`src/rtl/ktdc_pkg.sv`:
```
// shared types, constants and key decode functions for the keypad tone/duty controller
`default_nettype none
package ktdc_pkg;

  localparam int KEY_W      = 16;
  localparam int SCAN_W     = 4;
  localparam int NOTE_IDX_W = 3;
  localparam int NOTE_W     = 4;
  localparam int PRESC_W    = 10;
  localparam int DUTY_W     = 6;
  localparam int CFG_DATA_W = 32;
  localparam int CFG_ADDR_W = 3;

  localparam int STAR_BIT = 3;
  localparam int HASH_BIT = 11;

  localparam logic [NOTE_W-1:0]  NO_NOTE     = 4'd15;
  localparam logic [DUTY_W-1:0]  DUTY_RST    = 6'd9;
  localparam logic [DUTY_W-1:0]  DUTY_MAX_RST = 6'd19;
  localparam logic [PRESC_W-1:0] PRESC_RST   = 10'd5;

  localparam logic [KEY_W-1:0] NOTE_MASK = 16'h0377;

  localparam int QUEUE_DEPTH = 2;

  // register index on the config port
  localparam logic [0:0] REG_DUTY_MAX = 1'b0;

  typedef enum logic [1:0] {
    CLS_NONE = 2'd0,
    CLS_NOTE = 2'd1,
    CLS_STAR = 2'd2,
    CLS_HASH = 2'd3
  } scan_class_t;

  typedef struct packed {
    scan_class_t           cls;
    logic [NOTE_IDX_W-1:0] note;
  } ktdc_event_t;

  // highest priority pressed note key
  function automatic logic [NOTE_IDX_W-1:0] note_index(input logic [KEY_W-1:0] keys);
    logic [NOTE_IDX_W-1:0] idx;
    idx = 3'd7;
    if (keys[0])      idx = 3'd0;
    else if (keys[1]) idx = 3'd1;
    else if (keys[2]) idx = 3'd2;
    else if (keys[4]) idx = 3'd3;
    else if (keys[5]) idx = 3'd4;
    else if (keys[6]) idx = 3'd5;
    else if (keys[8]) idx = 3'd6;
    return idx;
  endfunction

  function automatic logic [PRESC_W-1:0] note_prescaler(input logic [NOTE_IDX_W-1:0] idx);
    logic [PRESC_W-1:0] p;
    case (idx)
      3'd0:    p = 10'd763;
      3'd1:    p = 10'd571;
      3'd2:    p = 10'd403;
      3'd3:    p = 10'd679;
      3'd4:    p = 10'd509;
      3'd5:    p = 10'd381;
      3'd6:    p = 10'd605;
      default: p = 10'd453;
    endcase
    return p;
  endfunction

endpackage
`default_nettype wire

```
`src/rtl/keypad_tone_duty_controller.sv`:
```
// keypad tone/duty controller top level: config register, front, queue, back
// an item that ends a scan is written into the queue, then into the result register when popped
// throughput: one key sample per cycle while in_stall is low; front and back are split by a two-entry queue
// in_stall rises only while the queue is full, i.e. after the result side has stalled
// reset (synchronous, rst_n low): duty_max 19, duty 9, prescaler 5, tone off, no note
// the scan counter restarts at STABLE_SCANS and the queue and result register empty
`default_nettype none
module keypad_tone_duty_controller #(
  parameter int STABLE_SCANS = 5
) (
  input  wire logic                                clk,
  input  wire logic                                rst_n,
  input  wire logic                                in_valid,
  output logic                                     in_stall,
  input  wire logic [ktdc_pkg::KEY_W-1:0]          in_pressed_keys,
  output logic                                     out_valid,
  input  wire logic                                out_stall,
  output logic [1:0]                               out_scan_class,
  output logic [ktdc_pkg::PRESC_W-1:0]             out_tone_prescaler,
  output logic                                     out_tone_on,
  output logic [ktdc_pkg::DUTY_W-1:0]              out_duty_compare,
  input  wire logic                                cfg_psel,
  input  wire logic                                cfg_penable,
  input  wire logic                                cfg_pwrite,
  input  wire logic [ktdc_pkg::CFG_ADDR_W-1:0]     cfg_paddr,
  input  wire logic [ktdc_pkg::CFG_DATA_W-1:0]     cfg_pwdata,
  output logic [ktdc_pkg::CFG_DATA_W-1:0]          cfg_prdata,
  output logic                                     cfg_pready
);
  import ktdc_pkg::*;

  logic [DUTY_W-1:0] duty_max_r;
  logic              cfg_wr;
  logic [0:0]        reg_idx;
  logic              q_full;
  logic              q_push;
  ktdc_event_t       q_event;
  logic              q_pop;
  logic              q_head_valid;
  ktdc_event_t       q_head;

  assign cfg_pready = 1'b1;
  assign reg_idx    = cfg_paddr[2:2];
  assign cfg_wr     = cfg_psel && cfg_penable && cfg_pwrite;
  assign cfg_prdata = (reg_idx == REG_DUTY_MAX) ?
                      {{(CFG_DATA_W-DUTY_W){1'b0}}, duty_max_r} : '0;

  always_ff @(posedge clk) begin
    if (!rst_n) begin
      duty_max_r <= DUTY_MAX_RST;
    end else if (cfg_wr && (reg_idx == REG_DUTY_MAX)) begin
      duty_max_r <= cfg_pwdata[DUTY_W-1:0];
    end
  end

  ktdc_front #(
    .STABLE_SCANS (STABLE_SCANS)
  ) u_front (
    .clk             (clk),
    .rst_n           (rst_n),
    .in_valid        (in_valid),
    .in_stall        (in_stall),
    .in_pressed_keys (in_pressed_keys),
    .q_full          (q_full),
    .q_push          (q_push),
    .q_event         (q_event)
  );

  ktdc_queue u_queue (
    .clk        (clk),
    .rst_n      (rst_n),
    .push       (q_push),
    .push_data  (q_event),
    .full       (q_full),
    .pop        (q_pop),
    .head_valid (q_head_valid),
    .head_data  (q_head)
  );

  ktdc_back u_back (
    .clk                (clk),
    .rst_n              (rst_n),
    .duty_max           (duty_max_r),
    .head_valid         (q_head_valid),
    .head_data          (q_head),
    .pop                (q_pop),
    .out_valid          (out_valid),
    .out_stall          (out_stall),
    .out_scan_class     (out_scan_class),
    .out_tone_prescaler (out_tone_prescaler),
    .out_tone_on        (out_tone_on),
    .out_duty_compare   (out_duty_compare)
  );

endmodule
`default_nettype wire

```
`src/rtl/ktdc_front.sv`:
```
// front end: key sample classification and stable-scan counting
`default_nettype none
module ktdc_front #(
  parameter int STABLE_SCANS = 5
) (
  input  wire logic                        clk,
  input  wire logic                        rst_n,
  input  wire logic                        in_valid,
  output logic                             in_stall,
  input  wire logic [ktdc_pkg::KEY_W-1:0]  in_pressed_keys,
  input  wire logic                        q_full,
  output logic                             q_push,
  output ktdc_pkg::ktdc_event_t            q_event
);
  import ktdc_pkg::*;

  localparam logic [SCAN_W-1:0] SCANS_RST = SCAN_W'(STABLE_SCANS);

  logic [SCAN_W-1:0] scans_left_r, scans_left_nxt;
  logic [1:0]        prev_fk_r, prev_fk_nxt;
  logic              accept;
  logic              note_hit;
  logic [1:0]        fk;
  logic [SCAN_W-1:0] t;
  logic              done;
  scan_class_t       cls;

  assign in_stall = q_full;
  assign accept   = in_valid && !q_full;
  assign note_hit = |(in_pressed_keys & NOTE_MASK);
  assign fk       = {in_pressed_keys[HASH_BIT], in_pressed_keys[STAR_BIT]};

  always_comb begin
    t = (fk != prev_fk_r) ? SCANS_RST : scans_left_r - 1'b1;
    scans_left_nxt = scans_left_r;
    prev_fk_nxt    = prev_fk_r;
    done           = 1'b0;
    cls            = CLS_NONE;
    if (note_hit) begin
      done = 1'b1;
      cls  = CLS_NOTE;
    end else begin
      done = (t == '0);
      if (fk[1])      cls = CLS_HASH;
      else if (fk[0]) cls = CLS_STAR;
      else            cls = CLS_NONE;
    end
    if (accept) begin
      if (done) begin
        scans_left_nxt = SCANS_RST;
        prev_fk_nxt    = 2'b00;
      end else begin
        scans_left_nxt = t;
        prev_fk_nxt    = fk;
      end
    end
  end

  assign q_push       = accept && done;
  assign q_event.cls  = cls;
  assign q_event.note = note_index(in_pressed_keys);

  always_ff @(posedge clk) begin
    if (!rst_n) begin
      scans_left_r <= SCANS_RST;
      prev_fk_r    <= 2'b00;
    end else begin
      scans_left_r <= scans_left_nxt;
      prev_fk_r    <= prev_fk_nxt;
    end
  end

  a_scans_range: assert property (@(posedge clk) disable iff (!rst_n)
    (scans_left_r != '0) && (scans_left_r <= SCANS_RST))
    else $error("scan counter out of range");

  a_restart: assert property (@(posedge clk) disable iff (!rst_n)
    q_push |=> (scans_left_r == SCANS_RST) && (prev_fk_r == 2'b00))
    else $error("scan not restarted after finish");

  a_no_push_full: assert property (@(posedge clk) disable iff (!rst_n)
    q_full |-> !q_push)
    else $error("push into full queue");

endmodule
`default_nettype wire

```
`src/rtl/ktdc_queue.sv`:
```
// short event queue between front and back
`default_nettype none
module ktdc_queue (
  input  wire logic                  clk,
  input  wire logic                  rst_n,
  input  wire logic                  push,
  input  wire ktdc_pkg::ktdc_event_t push_data,
  output logic                       full,
  input  wire logic                  pop,
  output logic                       head_valid,
  output ktdc_pkg::ktdc_event_t      head_data
);
  import ktdc_pkg::*;

  localparam int PTR_W = (QUEUE_DEPTH > 1) ? $clog2(QUEUE_DEPTH) : 1;
  localparam int CNT_W = $clog2(QUEUE_DEPTH + 1);
  localparam logic [CNT_W-1:0] DEPTH_C = CNT_W'(QUEUE_DEPTH);
  localparam logic [PTR_W-1:0] LAST_C  = PTR_W'(QUEUE_DEPTH - 1);

  ktdc_event_t      mem_r [QUEUE_DEPTH];
  logic [PTR_W-1:0] wr_ptr_r, wr_ptr_nxt;
  logic [PTR_W-1:0] rd_ptr_r, rd_ptr_nxt;
  logic [CNT_W-1:0] count_r, count_nxt;
  logic             do_push, do_pop;

  assign full       = (count_r == DEPTH_C);
  assign head_valid = (count_r != '0);
  assign head_data  = mem_r[rd_ptr_r];
  assign do_push    = push && !full;
  assign do_pop     = pop && head_valid;

  always_comb begin
    wr_ptr_nxt = wr_ptr_r;
    rd_ptr_nxt = rd_ptr_r;
    count_nxt  = count_r;
    if (do_push) wr_ptr_nxt = (wr_ptr_r == LAST_C) ? '0 : wr_ptr_r + 1'b1;
    if (do_pop)  rd_ptr_nxt = (rd_ptr_r == LAST_C) ? '0 : rd_ptr_r + 1'b1;
    if (do_push && !do_pop)      count_nxt = count_r + 1'b1;
    else if (do_pop && !do_push) count_nxt = count_r - 1'b1;
  end

  always_ff @(posedge clk) begin
    if (do_push) mem_r[wr_ptr_r] <= push_data;
  end

  always_ff @(posedge clk) begin
    if (!rst_n) begin
      wr_ptr_r <= '0;
      rd_ptr_r <= '0;
      count_r  <= '0;
    end else begin
      wr_ptr_r <= wr_ptr_nxt;
      rd_ptr_r <= rd_ptr_nxt;
      count_r  <= count_nxt;
    end
  end

  a_count_bound: assert property (@(posedge clk) disable iff (!rst_n)
    count_r <= DEPTH_C)
    else $error("queue count overflow");

  a_ptr_gap: assert property (@(posedge clk) disable iff (!rst_n)
    (count_r == '0) || (count_r == DEPTH_C) |-> (wr_ptr_r == rd_ptr_r))
    else $error("queue pointers inconsistent with count");

  a_pop_count: assert property (@(posedge clk) disable iff (!rst_n)
    (do_pop && !do_push) |=> (count_r == $past(count_r) - 1'b1))
    else $error("pop did not drain queue");

endmodule
`default_nettype wire

```
`src/rtl/ktdc_back.sv`:
```
// back end: tone and duty state update and result register
`default_nettype none
module ktdc_back (
  input  wire logic                          clk,
  input  wire logic                          rst_n,
  input  wire logic [ktdc_pkg::DUTY_W-1:0]   duty_max,
  input  wire logic                          head_valid,
  input  wire ktdc_pkg::ktdc_event_t         head_data,
  output logic                               pop,
  output logic                               out_valid,
  input  wire logic                          out_stall,
  output logic [1:0]                         out_scan_class,
  output logic [ktdc_pkg::PRESC_W-1:0]       out_tone_prescaler,
  output logic                               out_tone_on,
  output logic [ktdc_pkg::DUTY_W-1:0]        out_duty_compare
);
  import ktdc_pkg::*;

  logic               key_held_r, key_held_nxt;
  logic [NOTE_W-1:0]  last_note_r, last_note_nxt;
  logic [DUTY_W-1:0]  duty_r, duty_nxt;
  logic               tone_r, tone_nxt;
  logic [PRESC_W-1:0] presc_r, presc_nxt;
  logic               out_valid_r;
  logic [1:0]         out_cls_r;
  logic [PRESC_W-1:0] out_presc_r;
  logic               out_tone_r;
  logic [DUTY_W-1:0]  out_duty_r;
  logic [NOTE_W-1:0]  note_ext;

  assign pop      = head_valid && (!out_valid_r || !out_stall);
  assign note_ext = {1'b0, head_data.note};

  always_comb begin
    key_held_nxt  = key_held_r;
    last_note_nxt = last_note_r;
    duty_nxt      = duty_r;
    tone_nxt      = tone_r;
    presc_nxt     = presc_r;
    case (head_data.cls)
      CLS_NOTE: begin
        if (note_ext != last_note_r) begin
          presc_nxt = note_prescaler(head_data.note);
          tone_nxt  = 1'b1;
        end
        key_held_nxt  = 1'b1;
        last_note_nxt = note_ext;
      end
      CLS_STAR: begin
        if (!key_held_r && (duty_r != '0)) duty_nxt = duty_r - 1'b1;
        key_held_nxt = 1'b1;
      end
      CLS_HASH: begin
        if (!key_held_r && (duty_r < duty_max)) duty_nxt = duty_r + 1'b1;
        key_held_nxt = 1'b1;
      end
      default: begin
        tone_nxt      = 1'b0;
        key_held_nxt  = 1'b0;
        last_note_nxt = NO_NOTE;
      end
    endcase
  end

  always_ff @(posedge clk) begin
    if (!rst_n) begin
      key_held_r  <= 1'b0;
      last_note_r <= NO_NOTE;
      duty_r      <= DUTY_RST;
      tone_r      <= 1'b0;
      presc_r     <= PRESC_RST;
      out_valid_r <= 1'b0;
    end else begin
      if (pop) begin
        key_held_r  <= key_held_nxt;
        last_note_r <= last_note_nxt;
        duty_r      <= duty_nxt;
        tone_r      <= tone_nxt;
        presc_r     <= presc_nxt;
        out_valid_r <= 1'b1;
      end else if (!out_stall) begin
        out_valid_r <= 1'b0;
      end
    end
  end

  always_ff @(posedge clk) begin
    if (pop) begin
      out_cls_r   <= head_data.cls;
      out_presc_r <= presc_nxt;
      out_tone_r  <= tone_nxt;
      out_duty_r  <= duty_nxt;
    end
  end

  assign out_valid          = out_valid_r;
  assign out_scan_class     = out_cls_r;
  assign out_tone_prescaler = out_presc_r;
  assign out_tone_on        = out_tone_r;
  assign out_duty_compare   = out_duty_r;

  a_note_implies_tone: assert property (@(posedge clk) disable iff (!rst_n)
    (last_note_r != NO_NOTE) |-> tone_r)
    else $error("note latched with tone off");

  a_release_clears: assert property (@(posedge clk) disable iff (!rst_n)
    !key_held_r |-> (last_note_r == NO_NOTE))
    else $error("note kept after release");

  a_result_matches_state: assert property (@(posedge clk) disable iff (!rst_n)
    pop |=> (out_duty_r == duty_r) && (out_tone_r == tone_r) && (out_presc_r == presc_r))
    else $error("result register differs from state");

endmodule
`default_nettype wire
```
`config.mk`:
```
export PLATFORM = sky130hd
export DESIGN_NAME = keypad_tone_duty_controller
export DESIGN_NICKNAME = d
export VERILOG_FILES = /design/src/rtl/ktdc_pkg.sv /design/src/rtl/keypad_tone_duty_controller.sv /design/src/rtl/ktdc_front.sv /design/src/rtl/ktdc_queue.sv /design/src/rtl/ktdc_back.sv
export SDC_FILE = /design/constraint.sdc
export NUM_CORES = 1
export LEC_CHECK = 0
export BUFFER_PORTS_ARGS = -buffer_cell sky130_fd_sc_hd__buf_2
export CORE_ASPECT_RATIO = 0.6
export CORE_MARGIN = 3
export CORE_UTILIZATION = 47
export CTS_CLUSTER_SIZE = 28
export DETAILED_ROUTE_END_ITERATION = 8
export HOLD_SLACK_MARGIN = 0.1
export PLACE_DENSITY = 0.88
export SLEW_MARGIN = 20
export SYNTH_ARGS = -nofsm -noshare
export SYNTH_HDL_FRONTEND = slang
export SYNTH_HIERARCHICAL = 1
export SYNTH_SLANG_ARGS = --single-unit
```
`constraint.sdc`:
```
create_clock -name clk -period 2.5 [get_ports clk]
set_input_delay 0.125 -clock clk [delete_from_list [all_inputs] [get_ports clk]]
set_output_delay 0.125 -clock clk [all_outputs]
set_load 0.01 [all_outputs]
```
Word level (Yosys, flattened, before mapping)
Memories as Yosys holds them, arrays and structs flattened. A register that Yosys moved wholly into a read port is not among the register bits.
Cells that the tools add are included.
- bits in registers: 58
- latch bits: 0
- RAM bits: 10
- ROM bits: 0
- input bits: 58
- output and inout port bits: 54
- word-level logic and storage cells: 103
- memories kept: 1
- $add $sub $neg: 7
- $mul: 0
- divide/modulo/power cells: 0
- magnitude comparators: 1
- eq/ne operators: 13
- shift operators: 0
- muxes and demuxes: 35
- bitwise gates (word level): 2
- reduce and logical (&&, ||, !) cells: 28
- memory list (memory ; depth ; width ; rd ports ; clocked after memory_dff ; wr ports ; line ; source):
    u_queue.mem_r ; 2 ; 5 ; 1 ; 1 ; 1 ; ktdc_queue.sv:20 ; ktdc_event_t mem_r [QUEUE_DEPTH];
- operator list (cell ; count):
    10-bit case mux with 7 select lines ; 1
    10-bit 2-to-1 mux ; 2
    3-bit 2-to-1 mux ; 6
    6-bit 2-to-1 mux ; 3
    1-bit logical AND ; 12
    1-bit 2-to-1 mux ; 12
    2-bit 2-to-1 mux ; 6
    6-bit case mux with 2 select lines ; 1
    3-bit equality test (second input constant) ; 3
    4-bit 2-to-1 mux ; 2
    4-bit case mux with 2 select lines ; 1
    8-bit OR reduction ; 1
    6-bit by 1-bit adder with 6-bit output (second input constant) ; 1
    2-bit equality test (second input constant) ; 3
    3-bit by 2-bit equality test with 1-bit output (second input constant) ; 2
    1-bit logical NOT ; 6
    6-bit < comparator ; 1
    6-bit nonzero test ; 1
    6-bit by 1-bit subtractor with 6-bit output (second input constant) ; 1
    4-bit logical NOT ; 1
    3-bit by 4-bit != test with 1-bit output ; 1
    2-bit nonzero test ; 2
    4-bit by 1-bit subtractor with 4-bit output (second input constant) ; 1
    3-bit by 1-bit equality test with 1-bit output (second input constant) ; 1
    other kinds (13) ; 15

Depth between registers and ports, before layout
- depth in word-level cells: 10
- gate-level depth with buffers: 12
- gate-level depth less buffers: 12

By module
The synthesis kept the hierarchy.
- by module, submodules not included (module ; times used ; cells each ; area an instance (µm²)):
    ktdc_back ; 1 ; 239 ; 2267.2
    ktdc_queue ; 1 ; 41 ; 586.8
    keypad_tone_duty_controller ; 1 ; 62 ; 528.0
    ktdc_front ; 1 ; 60 ; 473.0

Least setup slack after synthesis
No wires, ideal clock.
- kind: reg-to-reg
- start: reg u_queue.count_r[0]
- end: reg u_queue.count_r[1]
- setup time: 70 ps
- arrival time: 2673 ps
- required time: 2430 ps
- setup slack: -242 ps
- cell stages (with the launch flop): 9
- path buffers: 1
- cell sequence: dfxtp_1 or2_2 nand2_1 inv_1 clkbuf_1 o21ai_0 ha_1 or3_1 a21oi_1
- RTL lines (item ; line ; source):
    start: declaration ; ktdc_queue.sv:23 ; logic [CNT_W-1:0] count_r, count_nxt;
    start signal: assignment ; ktdc_queue.sv:54 ; count_r <= count_nxt;
    2-bit nonzero test * ; ktdc_queue.sv:27 ; assign head_valid = (count_r != '0);
    net q_head_valid ; keypad_tone_duty_controller.sv:39 ; logic q_head_valid;
    1-bit logical AND * ; ktdc_back.sv:31 ; assign pop = head_valid && (!out_valid_r || !out_stall);
    net q_pop ; keypad_tone_duty_controller.sv:38 ; logic q_pop;
    1-bit logical AND * ; ktdc_queue.sv:30 ; assign do_pop = pop && head_valid;
    1-bit logical NOT ; ktdc_queue.sv:38 ; if (do_push && !do_pop) count_nxt = count_r + 1'b1;
    1-bit logical AND ; ktdc_queue.sv:38 ;
    2-bit 2-to-1 mux / 2-bit nonzero test (equally long branches) ; n/a ;
Mark *: on every way through the listed nets, which the timed path passes. The rest lies on a longest branch. The select of a mux whose other input is x is not followed.
A chain may end at the register's enable or synchronous reset.

Worst setup path after layout
- start: reg u_front.scans_left_r[1]
- end: reg u_queue.count_r[1]
- longest elaborated chain between the ends: 9
- RTL lines (item ; line ; source):
    start: declaration ; ktdc_front.sv:19 ; logic [SCAN_W-1:0] scans_left_r, scans_left_nxt;
    start signal: assignment ; ktdc_front.sv:68 ; scans_left_r <= scans_left_nxt;
    4-bit by 1-bit subtractor with 4-bit output * ; ktdc_front.sv:34 ; t = (fk != prev_fk_r) ? SCANS_RST : scans_left_r - 1'b1;
    4-bit 2-to-1 mux * ; ktdc_front.sv:34 ;
    4-bit logical NOT * ; ktdc_front.sv:43 ; done = (t == '0);
    1-bit 2-to-1 mux * ; ktdc_front.sv:39 ; if (note_hit) begin
    1-bit logical AND * ; ktdc_front.sv:59 ; assign q_push = accept && done;
    net q_push ; keypad_tone_duty_controller.sv:36 ; logic q_push;
    1-bit logical AND * ; ktdc_queue.sv:29 ; assign do_push = push && !full;
    1-bit logical NOT ; ktdc_queue.sv:39 ; else if (do_pop && !do_push) count_nxt = count_r - 1'b1;
    1-bit logical AND ; ktdc_queue.sv:39 ;
    2-bit nonzero test (no line) ; n/a ;
Mark *: on every way through the listed nets, which the timed path passes. The rest lies on a longest branch.

==> flow_summary_export.csv <==
group,metric,value,unit
drt,drtAntennaViolNets,0,
worst_setup_path,end_kind,"flip-flop",
cells_and_area,instances_no_fill,573,
outcome,outcome,"complete, no violations",
grt,grt_pass1_vias,2862,
pwr,p_total,5130,uW
worst_setup_path,critPathRequiredTime,2.76,ns
drt,wl_per_cell,14.7,um
timing,hold_viol_final,0,
drt,vias,3064,
hold_path,holdPathStages,2,
clock_network,clock_sinks,69,
die,dieArea,9360,um2
worst_setup_path,start_kind,"flip-flop",
drt,drt-initial-drc-count,258,
worst_setup_path,slowest_stage,"or3_1",
pwr,irDropWorstVdd,0.564,mV
grt,antenna_found_initial,0,
worst_setup_path,crit_path_cell_trace,"inv_1 > ha_2 > nand3b_1 > nor4_2 > nor2_1 > nor2_1 > inv_1 > nor2_2 > ha_1 > or3_1 > a21oi_2",
die,die_width,123,um
clock_network,cts_buffers,9,
timing,final.setup_skew,0.00440,ns
run,cap_violations,0,
worst_setup_path,arrival,2.71,ns
timing,setup_violations,0,
drt,vias_per_cell,5.35,
cells_and_area,drive_above_1_share,0.252,
synthesis,synth_edf_count,29,
timing,fin_crit_sh,0.980,
place,pre_cts_slack,-0.0169,ns
synthesis,synth_cell_type_count,62,
die,rows,24,
die,pin_count,112,
synthesis,post_synth.cell_area_avg,9.59,um2
timing,tightestPinTransition,0.644,ns
timing,rsz0062_at_grt,"yes",
clock_network,clk_latency,0.32,ns
hold_path,min_to,"u_queue/mem_r[1][2]$_DFFE_PP_",
timing,relSlewSlack,0.570,
drt,wirelength,8.40,mm
synthesis,async_flop_share,0,
worst_setup_path,crit_family,"simple AND/OR/NAND/NOR gates",
clock_network,cts_max_level,3,
grt,grt_pass1_wl,13.7,mm
clock_network,cts-root-buf,"clkbuf_16",
clock_network,ctsLongestPathBuffers,2,
worst_setup_path,crit_type,"reg -> reg",
die,start_util,0.507,
timing,finalSetupTns,0,ns
worst_setup_path,max_stage_delay,0.41,ns
cells_and_area,antenna_cells,0,
hold_path,hold_class,"in -> reg",
grt,grt_usage,0.182,
die,die-height,76.2,um
cells_and_area,nNetsFinal,532,
clock_network,tritoncts,"done",
timing,layout_min_cycle_time,2.45,ns
grt,grt_max_degree,54,
cells_and_area,area_growth,19.0,%
synthesis,synth-main-ff-cell,"dfxtp_1",
synthesis,synth_warnings,6,
worst_setup_path,path_max_fanout,3,
timing,max_freq,408,MHz
timing,setup_ws,0.0512,ns
worst_setup_path,r2r_start,"u_front/scans_left_r[1]$_SDFFE_PN0P_",
hold_path,holdCritStartpoint,"in_pressed_keys[2]",
synthesis,syn_area,3850,um2
timing,finalMaxSlewViolations,0,
drt,route.detailed.drc,0,
die,core_area,7600,um2
pwr,power_density,1120,nW/um2
synthesis,syn-instance-count,402,
worst_setup_path,reg2regPathDepth,11,
synthesis,ys_seq_area_frac,0.434,
place,port_buffers,50,
clock_network,clk_pin_slew,0.06,ns
worst_setup_path,r2r_slack,0.05,ns
grt,overflow,0,
place,dp.cells,549,
worst_setup_path,r2r-end,"u_queue/count_r[1]$_SDFFE_PN0P_",
place,routabilityCongestion,0.896,
place,dp_hpwl,5.90,mm
drt,drt_pass1_iterations,4,
pwr,p_leak,0.00192,uW
worst_setup_path,cp_num_buf_inv,2,
synthesis,ys_ff_latch,69,
-- where the power goes --
| group | total (uW) | leakage (uW) | switching (uW) | internal, uW |
|---|---|---|---|---|
| Sequential | 1830 | 0.000590 | 194 | 1630 |
| Combinational | 1940 | 0.00117 | 1170 | 770 |
| Clock | 1360 | 0.000159 | 467 | 893 |
| Total | 5130 | 0.00192 | 1830 | 3300 |
-- cells in the mapped netlist, types with 8 or more instances --
| cell | count | area, um2 |
|---|---|---|
| xor2_1 | 13 | 114 |
| ha_1 | 10 | 125 |
| mux2_2 | 10 | 113 |
| inv_1 | 21 | 78.8 |
| nand3_1 | 12 | 60.1 |
| o21ai_0 | 20 | 100 |
| dfxtp_1 | 40 | 801 |
| edfxtp_1 | 29 | 871 |
| nor2b_1 | 9 | 56.3 |
| nor2_1 | 35 | 131 |
| buf_4 | 28 | 210 |
| clkbuf_1 | 11 | 41.3 |
| nand4_1 | 8 | 50.1 |
| nand2_1 | 28 | 105 |
| a21oi_1 | 14 | 70.1 |
-- per-stage QoR --
stage | area (um2) | hold WS, ns | utilization
detailed placement | 4140 | 0.382 | 0.545
floorplan | 3950 | 0.205 | -
CTS | 4540 | 0.145 | 0.598
finish | 4590 | 0.154 | 0.604
global route | 4590 | 0.149 | 0.604
global placement | 4140 | 0.376 | 0.545
-- layer usage --
layer,vias up,wire length (um),global-route usage
met5,-,0,0
met4,0,111,0.0547
met3,12,490,0.0490
met2,107,3950,0.281
met1,1443,3850,0.250
li1,1502,-,-
-- state kept, by name, indices dropped and copies added, names as in the netlist, named ones only --
signal / cells
u_back/out_tone_prescaler: 10
u_back/presc_r: 10
u_queue/mem_r: 10
duty_max_r: 6
u_back/duty_r: 6
u_back/out_duty_compare: 6
u_back/last_note_r: 4
u_front/scans_left_r: 4
u_back/out_scan_class: 2
u_front/prev_fk_r: 2
u_queue/count_r: 2
u_back/key_held_r: 1
u_back/out_tone_on: 1
u_back/out_valid: 1
u_back/tone_r: 1
u_queue/rd_ptr_r: 1
u_queue/wr_ptr_r: 1
-- layout make-up --
cell class                 count  area (um2)
multi-input combinational    291        1940
timing repair buffer          72         433
inverter                      21        78.8
fill                         645        3010
sequential                    69        1680
clock inverter                 4        51.3
clock buffer                  12         279
tap                          104         130
-- logic make-up after synthesis --
family | synth area share
multiplexers | 0.0448
AND/OR/NAND/NOR | 0.224
adder cells (fa/ha/maj) | 0.0325
flip-flops | 0.434
XOR/XNOR | 0.0341
other | 0.00195
AO/OA/AOI/OAI | 0.132
buffers and inverters | 0.0964
-- what timing repair did --
item                                   CTS  global route
gates resized for setup                  1            10
setup buffers                            0             1
setup endpoints to repair                3            10
hold buffers                             7             0
endpoints found under the hold margin    7             0
pin swaps                                0             3
-- layout by cell type (no fill, tap or decap), drive strengths merged, types with 4 or more instances in the layout --
master       instances
buf                 65
dfxtp               40
nor2                35
edfxtp              29
nand2               28
conb                27
o21ai               24
inv                 21
a21oi               14
xor2                13
nand3               12
clkbuf              12
mux2                10
ha                  10
nor2b                9
nand4                8
dlygate4sd3          7
nor3                 7
and2b                6
mux2i                6
nand2b               6
and3                 6
a211oi               6
nand4b               4
or4                  4
or2                  4
-- worst register-to-register path: stages, from the launching register on --
cell      delay (ns)
dfxtp_1         0.35
inv_1           0.06
ha_2            0.32
nand3b_1        0.13
nor4_2          0.26
nor2_1          0.08
nor2_1          0.16
inv_1           0.09
nor2_2          0.11
ha_1            0.27
or3_1           0.41
a21oi_2         0.15
-- how the worst max path moves through the flow --
stage                                                     from                                      to  depth (start not counted)
after global placement                               flip-flop  u_back/out_tone_prescaler[5]$_DFFE_PP_                          5
after CTS                 u_front/scans_left_r[0]$_SDFFE_PN1P_         u_queue/count_r[1]$_SDFFE_PN0P_                         11
after global routing      u_front/scans_left_r[1]$_SDFFE_PN0P_         u_queue/count_r[1]$_SDFFE_PN0P_                         11
after floorplan           u_front/scans_left_r[0]$_SDFFE_PN1P_         u_queue/count_r[1]$_SDFFE_PN0P_                         11
after detailed placement                             flip-flop  u_back/out_tone_prescaler[7]$_DFFE_PP_                          5
final                     u_front/scans_left_r[1]$_SDFFE_PN0P_         u_queue/count_r[1]$_SDFFE_PN0P_                         11
No activity file was read; power rests on OpenSTA's default activity.
